### src/rtl/assert_macros.svh
// Assertion macros shared by the blitter modules.
// Needs nothing else; every macro takes a clock, an active-low reset and a message.
`ifndef ASSERT_MACROS_SVH
`define ASSERT_MACROS_SVH

// Property must hold at every clock edge outside reset.
`define ASSERT_CLK(label, clk, rst_n, prop, msg) \
	label: assert property (@(posedge clk) disable iff (!(rst_n)) (prop)) else $error(msg);

// Antecedent in this cycle implies the consequent in the next cycle.
`define ASSERT_NEXT(label, clk, rst_n, ante, cons, msg) \
	label: assert property (@(posedge clk) disable iff (!(rst_n)) (ante) |=> (cons)) \
		else $error(msg);

`endif

### src/rtl/ckbb_pkg.sv
// Shared types and constants of the colour-keyed bitmap blitter.
// Used by the controller, the datapath and the top level; depends on nothing.
package ckbb_pkg;

	localparam int BYTE_W     = 8;
	localparam int DIM_CFG_W  = 13;
	localparam int POS_W      = 12;
	localparam int BPP_W      = 3;
	localparam int COLOR_W    = 24;
	localparam int OFFSET_W   = 26;
	localparam int TDATA_W    = 56;
	localparam int CFG_IDX_W  = 3;
	localparam int CFG_DATA_W = 24;
	localparam int PART_W     = 16;
	localparam int YPOS_W     = 13;

	typedef enum logic [CFG_IDX_W-1:0] {
		REG_SCREEN_WIDTH  = 3'd0,
		REG_SCREEN_HEIGHT = 3'd1,
		REG_BYTES_PER_PIX = 3'd2,
		REG_IMAGE_WIDTH   = 3'd3,
		REG_IMAGE_HEIGHT  = 3'd4,
		REG_DEST_X        = 3'd5,
		REG_DEST_Y        = 3'd6,
		REG_COLOR_KEY     = 3'd7
	} cfg_reg_t;

	typedef enum logic [1:0] {
		ST_IDLE,
		ST_MUL,
		ST_SCALE
	} ckbb_state_t;

	typedef struct packed {
		logic take;
		logic mul;
		logic load;
	} ckbb_cmd_t;

	typedef struct packed {
		logic pix_done;
		logic out_free;
	} ckbb_sts_t;

endpackage

### src/rtl/ckbb_ctrl.sv
// Controller of the blitter: sequences byte intake, the row multiply and the offset scaling.
// Depends on ckbb_pkg and assert_macros.svh.
`include "assert_macros.svh"

module ckbb_ctrl (
	input  logic                clk,
	input  logic                arst_n,
	input  logic                s_tvalid,
	output logic                s_tready,
	input  ckbb_pkg::ckbb_sts_t sts,
	output ckbb_pkg::ckbb_cmd_t cmd
);
	import ckbb_pkg::*;

	ckbb_state_t state_q, state_d;

	always_ff @(posedge clk or negedge arst_n) begin
		if (!arst_n) begin
			state_q <= ST_IDLE;
		end else begin
			state_q <= state_d;
		end
	end

	always_comb begin
		state_d  = state_q;
		s_tready = 1'b0;
		cmd      = '0;
		case (state_q)
			ST_IDLE: begin
				s_tready = 1'b1;
				cmd.take = s_tvalid;
				if (s_tvalid && sts.pix_done) begin
					state_d = ST_MUL;
				end
			end
			ST_MUL: begin
				cmd.mul = 1'b1;
				state_d = ST_SCALE;
			end
			ST_SCALE: begin
				cmd.load = sts.out_free;
				if (sts.out_free) begin
					state_d = ST_IDLE;
				end
			end
			default: begin
				state_d = ST_IDLE;
			end
		endcase
	end

	`ASSERT_NEXT(a_pix_to_mul, clk, arst_n, cmd.take && sts.pix_done, state_q == ST_MUL,
		"completed pixel did not start the multiply")
	`ASSERT_NEXT(a_scale_holds, clk, arst_n, state_q == ST_SCALE && !sts.out_free,
		state_q == ST_SCALE && !s_tready, "result left scaling while the output was full")

endmodule

### src/rtl/ckbb_dp.sv
// Blitter datapath: configuration registers, pixel assembly, row and column counters,
// clipping, offset arithmetic and output register. Uses ckbb_pkg, assert_macros.svh.
`include "assert_macros.svh"

module ckbb_dp #(
	parameter int MAX_DIM = 4096
) (
	input  logic                                clk,
	input  logic                                arst_n,
	input  logic                                cfg_valid,
	input  logic [ckbb_pkg::CFG_IDX_W-1:0]      cfg_index,
	input  logic [ckbb_pkg::CFG_DATA_W-1:0]     cfg_data,
	input  logic [ckbb_pkg::BYTE_W-1:0]         src_byte,
	input  ckbb_pkg::ckbb_cmd_t                 cmd,
	output ckbb_pkg::ckbb_sts_t                 sts,
	input  logic                                m_tready,
	output logic                                m_tvalid,
	output logic [ckbb_pkg::OFFSET_W-1:0]       fb_offset,
	output logic [ckbb_pkg::COLOR_W-1:0]        pixel_color,
	output logic                                write_enable,
	output logic                                last_pixel
);
	import ckbb_pkg::*;

	localparam int CW  = $clog2(MAX_DIM);
	localparam int DW  = $clog2(MAX_DIM + 1);
	localparam int ZW  = (DW > DIM_CFG_W) ? DW : DIM_CFG_W;
	localparam int XW  = ((CW > POS_W) ? CW : POS_W) + 1;
	localparam int KW  = (XW > DIM_CFG_W) ? XW : DIM_CFG_W;
	localparam int YW  = ((DW > POS_W) ? DW : POS_W) + 2;
	localparam int YKW = ((YW - 1) > DIM_CFG_W) ? (YW - 1) : DIM_CFG_W;
	localparam int MW  = OFFSET_W + BPP_W;

	logic [DIM_CFG_W-1:0] screen_width_q, screen_height_q, image_width_q, image_height_q;
	logic [BPP_W-1:0]     bpp_q;
	logic [POS_W-1:0]     dest_x_q, dest_y_q;
	logic [COLOR_W-1:0]   color_key_q;

	logic [1:0]        phase_q, pad_q;
	logic [PART_W-1:0] part_q;
	logic [CW-1:0]     col_q, row_q;

	logic [COLOR_W-1:0]  color_s1;
	logic [XW-1:0]       colpos_s1;
	logic [YPOS_W-1:0]   ypos_s1;
	logic                we_s1, last_s1;
	logic [OFFSET_W-1:0] prod_s2;

	logic                m_tvalid_q;
	logic [OFFSET_W-1:0] offset_q;
	logic [COLOR_W-1:0]  color_q;
	logic                we_q, last_q;

	logic [DW-1:0]       w_c, h_c, col_inc, row_inc;
	logic                row_end, row_wrap;
	logic [COLOR_W-1:0]  color_c;
	logic [XW-1:0]       colpos_c;
	logic [YW-1:0]       ypos_c;
	logic                col_ok, y_ok, we_c;
	logic [OFFSET_W-1:0] sum_c;
	logic [MW-1:0]       scaled_c;

	always_comb begin
		if (image_width_q == '0) begin
			w_c = DW'(1);
		end else if (ZW'(image_width_q) > ZW'(MAX_DIM)) begin
			w_c = DW'(MAX_DIM);
		end else begin
			w_c = DW'(image_width_q);
		end
		if (image_height_q == '0) begin
			h_c = DW'(1);
		end else if (ZW'(image_height_q) > ZW'(MAX_DIM)) begin
			h_c = DW'(MAX_DIM);
		end else begin
			h_c = DW'(image_height_q);
		end
		col_inc  = DW'(col_q) + DW'(1);
		row_inc  = DW'(row_q) + DW'(1);
		row_end  = col_inc >= w_c;
		row_wrap = row_inc >= h_c;
		color_c  = {src_byte, part_q};
		colpos_c = XW'(dest_x_q) + XW'(col_q);
		ypos_c   = YW'(dest_y_q) + YW'(h_c) - YW'(1) - YW'(row_q);
		col_ok   = KW'(colpos_c) < KW'(screen_width_q);
		y_ok     = !ypos_c[YW-1] && (YKW'(ypos_c[YW-2:0]) < YKW'(screen_height_q));
		we_c     = (color_c != color_key_q) && col_ok && y_ok;
		sum_c    = prod_s2 + OFFSET_W'(colpos_s1);
		scaled_c = MW'(sum_c) * MW'(bpp_q);
	end

	assign sts.pix_done = (pad_q == 2'd0) && (phase_q == 2'd2);
	assign sts.out_free = !m_tvalid_q || m_tready;

	always_ff @(posedge clk or negedge arst_n) begin
		if (!arst_n) begin
			screen_width_q  <= DIM_CFG_W'(640);
			screen_height_q <= DIM_CFG_W'(480);
			bpp_q           <= BPP_W'(4);
			image_width_q   <= DIM_CFG_W'(1);
			image_height_q  <= DIM_CFG_W'(1);
			dest_x_q        <= '0;
			dest_y_q        <= '0;
			color_key_q     <= '0;
		end else if (cfg_valid) begin
			case (cfg_reg_t'(cfg_index))
				REG_SCREEN_WIDTH:  screen_width_q  <= cfg_data[DIM_CFG_W-1:0];
				REG_SCREEN_HEIGHT: screen_height_q <= cfg_data[DIM_CFG_W-1:0];
				REG_BYTES_PER_PIX: bpp_q           <= cfg_data[BPP_W-1:0];
				REG_IMAGE_WIDTH:   image_width_q   <= cfg_data[DIM_CFG_W-1:0];
				REG_IMAGE_HEIGHT:  image_height_q  <= cfg_data[DIM_CFG_W-1:0];
				REG_DEST_X:        dest_x_q        <= cfg_data[POS_W-1:0];
				REG_DEST_Y:        dest_y_q        <= cfg_data[POS_W-1:0];
				REG_COLOR_KEY:     color_key_q     <= cfg_data[COLOR_W-1:0];
				default: begin
				end
			endcase
		end
	end

	always_ff @(posedge clk or negedge arst_n) begin
		if (!arst_n) begin
			phase_q <= '0;
			pad_q   <= '0;
			part_q  <= '0;
			col_q   <= '0;
			row_q   <= '0;
		end else if (cmd.take) begin
			if (pad_q != 2'd0) begin
				pad_q <= pad_q - 2'd1;
				if (pad_q == 2'd1) begin
					col_q <= '0;
					row_q <= row_wrap ? '0 : row_inc[CW-1:0];
				end
			end else if (phase_q != 2'd2) begin
				part_q  <= part_q | (phase_q == 2'd0 ? {8'h00, src_byte} : {src_byte, 8'h00});
				phase_q <= phase_q + 2'd1;
			end else begin
				phase_q <= '0;
				part_q  <= '0;
				if (row_end) begin
					pad_q <= w_c[1:0];
					if (w_c[1:0] == 2'd0) begin
						col_q <= '0;
						row_q <= row_wrap ? '0 : row_inc[CW-1:0];
					end
				end else begin
					col_q <= col_inc[CW-1:0];
				end
			end
		end
	end

	always_ff @(posedge clk) begin
		if (cmd.take && sts.pix_done) begin
			color_s1  <= color_c;
			colpos_s1 <= colpos_c;
			ypos_s1   <= ypos_c[YPOS_W-1:0];
			we_s1     <= we_c;
			last_s1   <= row_end && row_wrap;
		end
		if (cmd.mul) begin
			prod_s2 <= OFFSET_W'(ypos_s1) * OFFSET_W'(screen_width_q);
		end
		if (cmd.load) begin
			offset_q <= we_s1 ? scaled_c[OFFSET_W-1:0] : '0;
			color_q  <= color_s1;
			we_q     <= we_s1;
			last_q   <= last_s1;
		end
	end

	always_ff @(posedge clk or negedge arst_n) begin
		if (!arst_n) begin
			m_tvalid_q <= 1'b0;
		end else if (cmd.load) begin
			m_tvalid_q <= 1'b1;
		end else if (m_tready) begin
			m_tvalid_q <= 1'b0;
		end
	end

	assign m_tvalid     = m_tvalid_q;
	assign fb_offset    = offset_q;
	assign pixel_color  = color_q;
	assign write_enable = we_q;
	assign last_pixel   = last_q;

	`ASSERT_CLK(a_clip_zero_offset, clk, arst_n, !m_tvalid_q || we_q || offset_q == '0,
		"suppressed pixel carries a non-zero offset")
	`ASSERT_CLK(a_pad_at_pixel_edge, clk, arst_n, pad_q == 2'd0 || phase_q == 2'd0,
		"row padding pending inside a pixel")

endmodule

### src/rtl/color_key_bitmap_blit.sv
// Colour-keyed 24-bit bitmap blitter, top level.
// Usage: bitmap pixel bytes enter on the s_ stream, one byte per item in s_tdata.
// Every third non-padding byte completes a pixel and yields one item on the m_ stream:
// m_tdata holds the frame-buffer byte offset and the colour, m_tuser the write enable,
// m_tlast marks the final pixel of the bitmap. Padding bytes yield nothing.
// Padding and the first two bytes of a pixel are taken one per cycle. After the third
// byte the intake pauses while the controller passes ST_MUL, where the row offset is
// multiplied by the screen width, and then ST_SCALE, where the offset is scaled by the
// bytes per pixel and loaded into the output register once that register is free.
// The result sits in an output register; while the receiver stalls the next pixel's
// bytes are still taken, and the block waits only when a second result is ready.
// The configuration channel writes one register per item, index in cfg_index; the user
// must write only while no pixel is in flight (not enforced). Reset loads the default
// registers (640 by 480 screen, four bytes per pixel, a one by one image at the origin,
// black key) and clears the byte, column, row and padding counters and the output valid.
// Depends on ckbb_pkg, ckbb_ctrl and ckbb_dp.

module color_key_bitmap_blit #(
	parameter int MAX_DIM = 4096
) (
	input  logic                             clk,
	input  logic                             arst_n,
	input  logic                             cfg_valid,
	output logic                             cfg_ready,
	input  logic [ckbb_pkg::CFG_IDX_W-1:0]   cfg_index,
	input  logic [ckbb_pkg::CFG_DATA_W-1:0]  cfg_data,
	input  logic                             s_tvalid,
	output logic                             s_tready,
	input  logic [ckbb_pkg::BYTE_W-1:0]      s_tdata,   // [7:0] src_byte
	output logic                             m_tvalid,
	input  logic                             m_tready,
	output logic [ckbb_pkg::TDATA_W-1:0]     m_tdata,   // [25:0] fb_offset, [49:26] pixel_color
	output logic                             m_tuser,   // [0] write_enable
	output logic                             m_tlast
);
	import ckbb_pkg::*;

	ckbb_cmd_t           cmd;
	ckbb_sts_t           sts;
	logic [OFFSET_W-1:0] fb_offset;
	logic [COLOR_W-1:0]  pixel_color;

	assign cfg_ready = 1'b1;

	ckbb_ctrl u_ctrl (
		.clk      (clk),
		.arst_n   (arst_n),
		.s_tvalid (s_tvalid),
		.s_tready (s_tready),
		.sts      (sts),
		.cmd      (cmd)
	);

	ckbb_dp #(
		.MAX_DIM (MAX_DIM)
	) u_dp (
		.clk          (clk),
		.arst_n       (arst_n),
		.cfg_valid    (cfg_valid),
		.cfg_index    (cfg_index),
		.cfg_data     (cfg_data),
		.src_byte     (s_tdata),
		.cmd          (cmd),
		.sts          (sts),
		.m_tready     (m_tready),
		.m_tvalid     (m_tvalid),
		.fb_offset    (fb_offset),
		.pixel_color  (pixel_color),
		.write_enable (m_tuser),
		.last_pixel   (m_tlast)
	);

	assign m_tdata = {{(TDATA_W - OFFSET_W - COLOR_W){1'b0}}, pixel_color, fb_offset};

endmodule
### config.mk
export PLATFORM = sky130hd
export DESIGN_NAME = color_key_bitmap_blit
export DESIGN_NICKNAME = d
export VERILOG_FILES = /design/src/rtl/ckbb_pkg.sv /design/src/rtl/ckbb_ctrl.sv /design/src/rtl/ckbb_dp.sv /design/src/rtl/color_key_bitmap_blit.sv
export VERILOG_INCLUDE_DIRS = /design/src /design/src/rtl
export SDC_FILE = /design/constraint.sdc
export NUM_CORES = 1
export LEC_CHECK = 0
export ABC_CLOCK_PERIOD_IN_PS = 9400
export BUFFER_PORTS_ARGS = -buffer_cell sky130_fd_sc_hd__buf_2
export CORE_ASPECT_RATIO = 0.9
export CORE_MARGIN = 2
export CORE_UTILIZATION = 40
export DETAILED_ROUTE_END_ITERATION = 10
export SETUP_SLACK_MARGIN = 0.5
export SLEW_MARGIN = 25
export SYNTH_ARGS = -nofsm -noshare
export SYNTH_HDL_FRONTEND = slang
export SYNTH_SLANG_ARGS = --single-unit
### constraint.sdc
create_clock -name clk -period 9.4 [get_ports clk]
set_input_delay 1.41 -clock clk [delete_from_list [all_inputs] [get_ports clk]]
set_output_delay 1.41 -clock clk [all_outputs]
set_load 0.03 [all_outputs]
### Word level (Yosys, flattened, before mapping)

Cells that the tools add are included.

* register bits: 280
* latch bits: 0
* RAM bits: 0
* bits in read-only memories: 0
* input bits: 40
* logic and storage cells: 126
* memories kept: 0

* add/subtract/negate cells: 9
* multipliers: 2
* div/mod/pow operators: 0
* $lt $le $gt $ge: 6
* eq/ne operators: 18
* shift-type cells: 0
* multiplexer cells: 30
* bitwise logic cells: 2
* reductions and logical operators: 34

Operators with widths (number)
* 2-to-1 mux 12 bit: 11
* 2-to-1 mux 13 bit: 4
* 2-to-1 mux 16 bit: 2
* adder 12 x 1 -> 13 bit, second input constant: 2
* adder 26 x 13 -> 26 bit: 1
* >= comparator 13 bit: 2
* greater-than comparator 13 bit, second input constant: 2
* logical NOT 13 bit: 2
* multiplier 13 x 13 -> 26 bit: 1
* multiplier 26 x 3 -> 26 bit: 1
* != test 24 bit: 1
* AND reduction 2 bit: 10
* bitwise OR 16 bit: 1
* subtractor 15 x 1 -> 15 bit, second input constant: 1
* subtractor 15 x 12 -> 15 bit: 1
* adder 12 x 13 -> 14 bit: 1
* less-than comparator 14 x 13 -> 1 bit: 1
* adder 12 x 12 -> 13 bit: 1
* less-than comparator 13 bit: 1
* == test 3 bit, second input constant: 4
* 2-to-1 mux 2 bit: 6
* logical NOT 2 bit: 4
* nonzero test 2 bit: 4
* logical AND 1 bit: 7
* 18 further kinds: 30

### Depth between registers and ports, before layout

Gate-level depths: netlist (run 1).

* depth in word-level cells: 9
* gate-level depth with buffers: 23

### By module

Synthesis (run 1) repeated with hierarchy kept, for this count alone.

* cells, all modules: 2137
* area, all modules: 21759.6 sq um

By module, submodules not included
* ckbb_dp: instances 1, cells an instance 2118, area each 21576.9 sq um
* ckbb_ctrl: instances 1, cells an instance 10, area each 122.6 sq um
* color_key_bitmap_blit: instances 1, cells an instance 9, area each 60.1 sq um

### Least setup slack after synthesis (run 1)

Ideal clock, no wire load.

* kind: register to register
* from: register u_dp.screen_width_q[1]
* to: register u_dp.prod_s2[24] (data pin)
* setup time: 262 ps
* arrival: 5024 ps
* required time: 9138 ps
* path slack: 4114 ps
* cell stages (with the launch flop): 20
* path buffers: 1
* cells stage by stage: dfrtp_1 > clkbuf_1 > nand2_1 > fa_1 > inv_1 > fa_1 > inv_1 > fa_1 > inv_1 > fa_1 > fa_1 > ha_1 > a21o_1 > a211oi_1 > nor2_1 > a311oi_1 > o21ai_1 > a21oi_1 > o21ai_1 > xor2_1

* word-level cells in the longest chain between the ends: 1

RTL lines
* from (decl): line ckbb_dp.sv:34 `logic [DIM_CFG_W-1:0] screen_width_q, screen_height_q, image_width_q, image_height_q;`
* from (signal assigned): line ckbb_dp.sv:107 `REG_SCREEN_WIDTH: screen_width_q <= cfg_data[DIM_CFG_W-1:0];`
* multiplier 13 x 13 -> 26 bit: line ckbb_dp.sv:163 `prod_s2 <= OFFSET_W'(ypos_s1) * OFFSET_W'(screen_width_q);`
* to (signal assigned): line ckbb_dp.sv:163
* to (decl): line ckbb_dp.sv:47 `logic [OFFSET_W-1:0] prod_s2;`

Every way passes these cells.
A chain may end at the register's enable or synchronous reset.

### Final worst setup path (run 1)

* from: register u_dp.screen_width_q[4]
* to: register u_dp.prod_s2[24] (data pin)

The elaborated chain is that of the path after synthesis.

==> results of run 1 <==
layout make-up:
| type | count | share of cell area [%] |
|---|---|---|
| diodes | 1 | 0.01055 |
| clock buffers | 40 | 3.630 |
| clock inverters | 18 | 0.7914 |
| inverters | 255 | 4.036 |
| multi-input cells | 1519 | 53.16 |
| flip-flops and latches | 280 | 32.34 |
| well taps | 697 | 3.678 |
| repair buffers | 103 | 2.353 |
per-layer routing:
layer	part of all wire [%]	vias up
met3	4.1	57
met1	49	7339
met4	2.0	0
li1	-	7270
met2	45	305
met5	0	-
how the worst max path moves through the flow:
stage                                 startpoint               end  slack, ps  cells after the start
after floorplan           u_dp.screen_width_q[1]  u_dp.prod_s2[24]       4110                     19
after global placement    u_dp.screen_width_q[1]  u_dp.prod_s2[24]       3690                     18
after detailed placement  u_dp.screen_width_q[1]  u_dp.prod_s2[24]       3620                     18
after CTS                 u_dp.screen_width_q[1]  u_dp.prod_s2[24]       3610                     18
after global routing             u_dp.ypos_s1[8]  u_dp.prod_s2[24]       3250                     18
final                     u_dp.screen_width_q[4]  u_dp.prod_s2[24]       3600                     16
logic make-up (layout without fill, tap and decap cells):
| logic type | after synthesis | after routing | synth area share (%) |
|---|---|---|---|
| compound gates | 322 | 322 | 9.679 |
| xor+xnor | 127 | 127 | 5.248 |
| fa+ha+maj | 344 | 344 | 25.27 |
| buf+inv | 321 | 416 | 5.749 |
| flops | 280 | 280 | 35.74 |
| mux | 80 | 80 | 4.187 |
| other cells | 2 | 8 | 0.03500 |
| simple gates | 639 | 639 | 14.09 |
worst register-to-register path, stage by stage, from the launching register on:
cell and delay [ps]:
dfrtp_1 700, nand2_1 170, fa_1 570, inv_1 50
fa_1 410, fa_1 490, fa_1 570, fa_1 410
ha_1 350, a21o_1 230, a211oi_1 200, nor2_1 110
a311oi_1 610, o21ai_1 180, a21oi_1 230, o21ai_1 110
xor2_1 140
layout by cell type, fill, tap and decap left out, types with 17 or more instances in the layout:
| master | instances |
|---|---|
| inv_1 | 252 |
| o21ai_1 | 28 |
| xnor2_1 | 85 |
| fa_1 | 149 |
| clkbuf_16 | 32 |
| nor2_1 | 70 |
| a21o_1 | 39 |
| nor2b_1 | 18 |
| nand3_1 | 33 |
| nand4_1 | 19 |
| and2_1 | 85 |
| mux2_2 | 73 |
| xor2_1 | 41 |
| nand2b_1 | 17 |
| edfxtp_1 | 130 |
| dfrtp_1 | 141 |
| nand2_1 | 310 |
| nor3_1 | 28 |
| a21oi_1 | 90 |
| o21ai_0 | 50 |
| buf_2 | 92 |
| ha_1 | 195 |
| o21bai_1 | 17 |
through the flow:
stage                     worst slack, ps  hold WS (ps)  utilization (%)  cell area [sq um]  cells
after floorplan                      4114         400.3                -              21480   2120
after global placement               3687         400.7            42.68              22640   2853
after detailed placement             3622         404.5            42.68              22640   2853
after CTS                            3612         418.6            44.66              23690   2911
after global routing                 3248         422.0            44.70              23710   2912
final                                3600         417.2            44.70              23710   2913
state kept, by name (all words and copies together), names as in the netlist, 3 cells and up:
name,count
u_dp.bpp_q,3
u_dp.col_q,12
u_dp.row_q,12
u_dp.image_height_q,13
u_dp.colpos_s1,13
u_dp.color_s1,24
u_dp.prod_s2,26
u_dp.part_q,16
u_dp.fb_offset,26
u_dp.screen_height_q,13
u_dp.ypos_s1,13
u_dp.screen_width_q,13
u_dp.color_key_q,24
u_dp.dest_x_q,12
u_dp.dest_y_q,12
u_dp.image_width_q,13
u_dp.pixel_color,24
==> results.py, run 1 <==
metrics = {
    "setup_path": {
        "crit_type": "reg -> reg",
        "cp-start-kind": "flop",
        "r2r_slack_ps": 3600,
        "path_cells": "nand2_1 -> fa_1 -> inv_1 -> fa_1 -> fa_1 -> fa_1 -> fa_1 -> ha_1 -> a21o_1 -> a211oi_1 -> nor2_1 -> a311oi_1 -> o21ai_1 -> a21oi_1 -> o21ai_1 -> xor2_1",
        "crit_buf_inv": 1,
        "rr_worst_depth": 16,
        "crit_arrival_ps": 6120,
        "r2r_end": "u_dp.prod_s2[24]",
        "crit_path_max_incr_delay_ps": 700,
        "path_max_fanout": 14,
        "r2r_start": "u_dp.screen_width_q[4]",
        "worst_setup_path_end_kind": "flop",
        "cp.required_ps": 9720,
        "crit_family": "adder cells",
        "cpMaxStageDelayCell": "dfrtp_1",
        "cpMostUsedCell": "fa_1",
    },
    "floorplan": {
        "fp.dieH_microns": 223.7,
        "ioPinCount": 101,
        "core-area_sq_um": 53050,
        "fp-row-count": 80,
        "dieWidth_microns": 248.1,
        "start_util_pct": 40.45,
        "die-area_sq_um": 55520,
    },
    "global_route": {
        "use_met2_pct": 29.58,
        "grt_pass1_vias": 15462,
        "overflow": 0,
        "grt_pass1_wl_mm": 80.65,
        "grt_use_met3_pct": 1.653,
        "grtUsageMet1_pct": 26.00,
        "gr-usage-all-layers_pct": 18.05,
        "grt_max_degree": 77,
        "antenna_found_initial": 2,
        "busiest_layer": "met2",
    },
    "cells_and_area": {
        "fin_nets": 2574,
        "multi_input_area_sq_um": 12610,
        "drive_above_1_share_pct": 11.69,
        "fillers": 5018,
        "area_growth_syn_to_layout_pct": 10.51,
        "seqCellArea_sq_um": 7669,
    },
    "detailed_routing": {
        "drt_iter0_markers": 759,
        "wl_mm": 48.53,
        "num_vias": 14971,
        "drtAntennaViolNets": 0,
        "wire_per_inst_microns": 16.66,
        "drtPass1Iterations": 5,
        "drc_errors": 0,
        "via_per_inst": 5.139,
    },
    "clocking": {
        "cts-htree-levels": 1,
        "cts-resized-gates": 0,
        "cts_hold_buf": 0,
        "root_buffer": "clkbuf_16",
        "path_clk_slew_ps": 60,
        "post_cts_buffers": 0,
        "clkSinkCount": 280,
        "insertion_delay_ps": 590,
        "cts_buffers": 31,
        "clock_path_buffers": 3,
        "cts_tree": "yes",
    },
    "run_status": {
        "run_status": "finished clean",
    },
    "synth": {
        "synthTopCellsByCount": "nand2_1, inv_1, ha_1",
        "synthCells": 2115,
        "async_flop_share_pct": 53.57,
        "synthFlopType": "dfrtp_1",
        "synth_top_area_share_pct": 18.19,
        "yosysTopAreaCell": "edfxtp_1",
        "postSynthAreaPerCell_sq_um": 10.15,
        "ys_seq_area_share_pct": 35.74,
        "synth_cell_types": 76,
        "syn_area_sq_um": 21460,
        "netlist_top_cells_area": "edfxtp_1, dfrtp_1, fa_1, ha_1, nand2_1",
        "yosys.cell_count.top_type": "nand2_1",
        "synth-edff-count": 130,
        "ys_ff_latch": 280,
        "yosys_warnings": 0,
    },
    "job": {
        "cap_violations": 0,
    },
    "place": {
        "gp_congestion": 0.8379,
        "dp_hpwl_mm": 37.54,
        "numPortBuffers": 93,
    },
    "sta": {
        "finalCritPeriodShare_pct": 61.70,
        "finalSetupViolCount": 0,
        "max_slew_margin_pct": 34.82,
        "fin_setup_tns_ps": 0,
        "hold_viol": 0,
        "rsz0062_at_grt": "false",
        "drv_slew": 0,
        "worstMarginPinSlew_ps": 973.4,
        "finalClockSkew_ps": 27.34,
        "fmax_mhz": 172.4,
        "fin_crit_ps": 5800,
    },
    "hold_path": {
        "holdPathStages": 0,
        "hold_start": "u_dp.color_s1[23]",
        "hold_end": "u_dp.pixel_color[23]",
        "hold_path_class": "reg -> reg",
    },
}
Power of run 1 is left out: the tool's default activity adds up to more than one toggle a clock period on the data nets, which glitch-free logic cannot reach.
==> run 2: changes to the inputs <==
Settings changed: ABC_CLOCK_PERIOD_IN_PS 9400 to 5800.
Clock period 9.4 ns to 5.8 ns, I/O delays scaled along.
==> results.py, run 2 (synthesis results as in run 1) <==
metrics = {
    "global_route": {
        "grt_pass1_wl_mm": 81.54,
        "grt_max_degree": 85,
        "overflow": 0,
        "grt_pass1_vias": 15485,
        "gr-usage-all-layers_pct": 18.40,
        "antenna_found_initial": 3,
    },
    "sta": {
        "finalSetupViolCount": 0,
        "fin_crit_ps": 5251,
        "max_slew_margin_pct": 30.27,
        "hold_viol": 0,
        "worstMarginPinSlew_ps": 1041,
        "drv_slew": 0,
        "rsz0062_at_grt": "true",
        "finalClockSkew_ps": 21.04,
        "fin_setup_tns_ps": 0,
        "finalCritPeriodShare_pct": 90.54,
        "fmax_mhz": 190.4,
    },
    "setup_path": {
        "r2r_end": "u_dp.prod_s2[23]",
        "crit_type": "reg -> reg",
        "r2r_slack_ps": 550,
        "crit_arrival_ps": 5510,
        "cp.required_ps": 6060,
        "worst_setup_path_end_kind": "flop",
        "path_max_fanout": 5,
        "r2r_start": "u_dp.screen_width_q[9]",
        "cp-start-kind": "flop",
        "rr_worst_depth": 19,
    },
    "clocking": {
        "cts_tree": "yes",
        "insertion_delay_ps": 530,
        "cts_hold_buf": 0,
        "cts_buffers": 34,
        "cts-htree-levels": 2,
        "clkSinkCount": 280,
        "path_clk_slew_ps": 60,
        "clock_path_buffers": 3,
        "root_buffer": "clkbuf_16",
    },
    "floorplan": {
        "fp-row-count": 80,
        "die-area_sq_um": 55520,
        "ioPinCount": 101,
        "core-area_sq_um": 53050,
        "dieWidth_microns": 248.1,
        "fp.dieH_microns": 223.7,
        "start_util_pct": 40.45,
    },
    "detailed_routing": {
        "top_layer": "met4",
        "drtPass1Iterations": 5,
        "wl_mm": 50.27,
        "drt_iter0_markers": 854,
        "drtAntennaViolNets": 0,
        "wire_per_inst_microns": 16.83,
        "wl_met1_mm": 24.17,
        "via_per_inst": 5.094,
        "num_vias": 15211,
        "drc_errors": 0,
        "dr_wl_met3_mm": 2.073,
        "met2_length_mm": 22.96,
    },
    "run_status": {
        "run_status": "finished clean",
    },
    "cells_and_area": {
        "layout_commonest_cell": "nand2_1",
        "layout_common_cells": "nand2_1, inv_1, ha_1",
        "antenna_cells": 0,
        "fillers": 4968,
        "fin_area_sq_um": 24610,
        "drive_above_1_share_pct": 16.78,
        "fin_nets": 2647,
        "area_growth_syn_to_layout_pct": 14.71,
    },
    "place": {
        "dp_hpwl_mm": 38.58,
        "numPortBuffers": 93,
        "placed_area_sq_um": 22780,
        "gp_congestion": 0.8446,
    },
    "hold_path": {
        "hold_path_class": "in -> async",
    },
    "job": {
        "cap_violations": 0,
    },
}
[run 2: per-stage QoR]
stage | worst slack, ps | utilization (%) | hold WS [ps] | cells
2_1_floorplan | 514.2 | - | 400.3 | 2120
3_3_place_gp | 345.5 | 42.94 | 401.3 | 2871
3_5_place_dp | 200.0 | 42.94 | 404.5 | 2871
4_1_cts | 506.7 | 45.72 | 417.1 | 2965
5_1_grt | 377.8 | 46.40 | 417.9 | 2986
6_report | 548.8 | 46.40 | 412.2 | 2986
[run 2: area by class of cell]
| class | instances | area [sq um] | area share [%] |
|---|---|---|---|
| Clock buffer | 43 | 904.6 | 3.675 |
| Clock inverter | 19 | 175.2 | 0.7116 |
| Tap cell | 697 | 872.1 | 3.543 |
| Timing Repair Buffer | 173 | 1124 | 4.565 |
| Multi-Input combinational cell | 1519 | 12890 | 52.38 |
| Sequential cell | 280 | 7689 | 31.24 |
| Inverter | 255 | 957.2 | 3.889 |
[run 2: repair_timing]
action,in CTS,in global routing
gates resized for setup,26,44
setup endpoints to repair,8,11
buffers inserted,32,21
pin swaps,4,22
[run 2: how the worst max path moves through the flow]
stage,startpoint,to,slack (ps),cells past startpoint
2_1_floorplan,u_dp.screen_width_q[1],u_dp.prod_s2[24],510,19
3_3_place_gp,u_dp.screen_width_q[1],u_dp.prod_s2[24],350,20
3_5_place_dp,u_dp.ypos_s1[10],u_dp.prod_s2[24],200,19
4_1_cts,u_dp.prod_s2[0],u_dp.fb_offset[25],510,21
5_1_grt,u_dp.screen_width_q[9],u_dp.prod_s2[25],380,19
6_report,u_dp.screen_width_q[9],u_dp.prod_s2[23],550,19
[run 2: worst max-delay path, stage by stage, from the launching register on]
cell     delay, ps
dfstp_4        500
buf_6          130
buf_12         120
and2_4         150
fa_1           500
inv_2           50
fa_1           490
fa_1           510
inv_1           50
fa_1           460
fa_1           590
ha_4           230
a21o_1         180
a21o_1         160
a21oi_2        150
nand2_1         80
a31o_1         220
a41oi_2        180
nor2b_4        190
xnor2_2         60
[run 2: routing by layer]
metal  global-route usage (%)  up-vias
met4                    4.589        0
met2                    29.86      304
met1                    25.90     7437
li1                         -     7399
met3                    2.612       71
met5                        0        -
Power of run 2 is left out for the same reason.
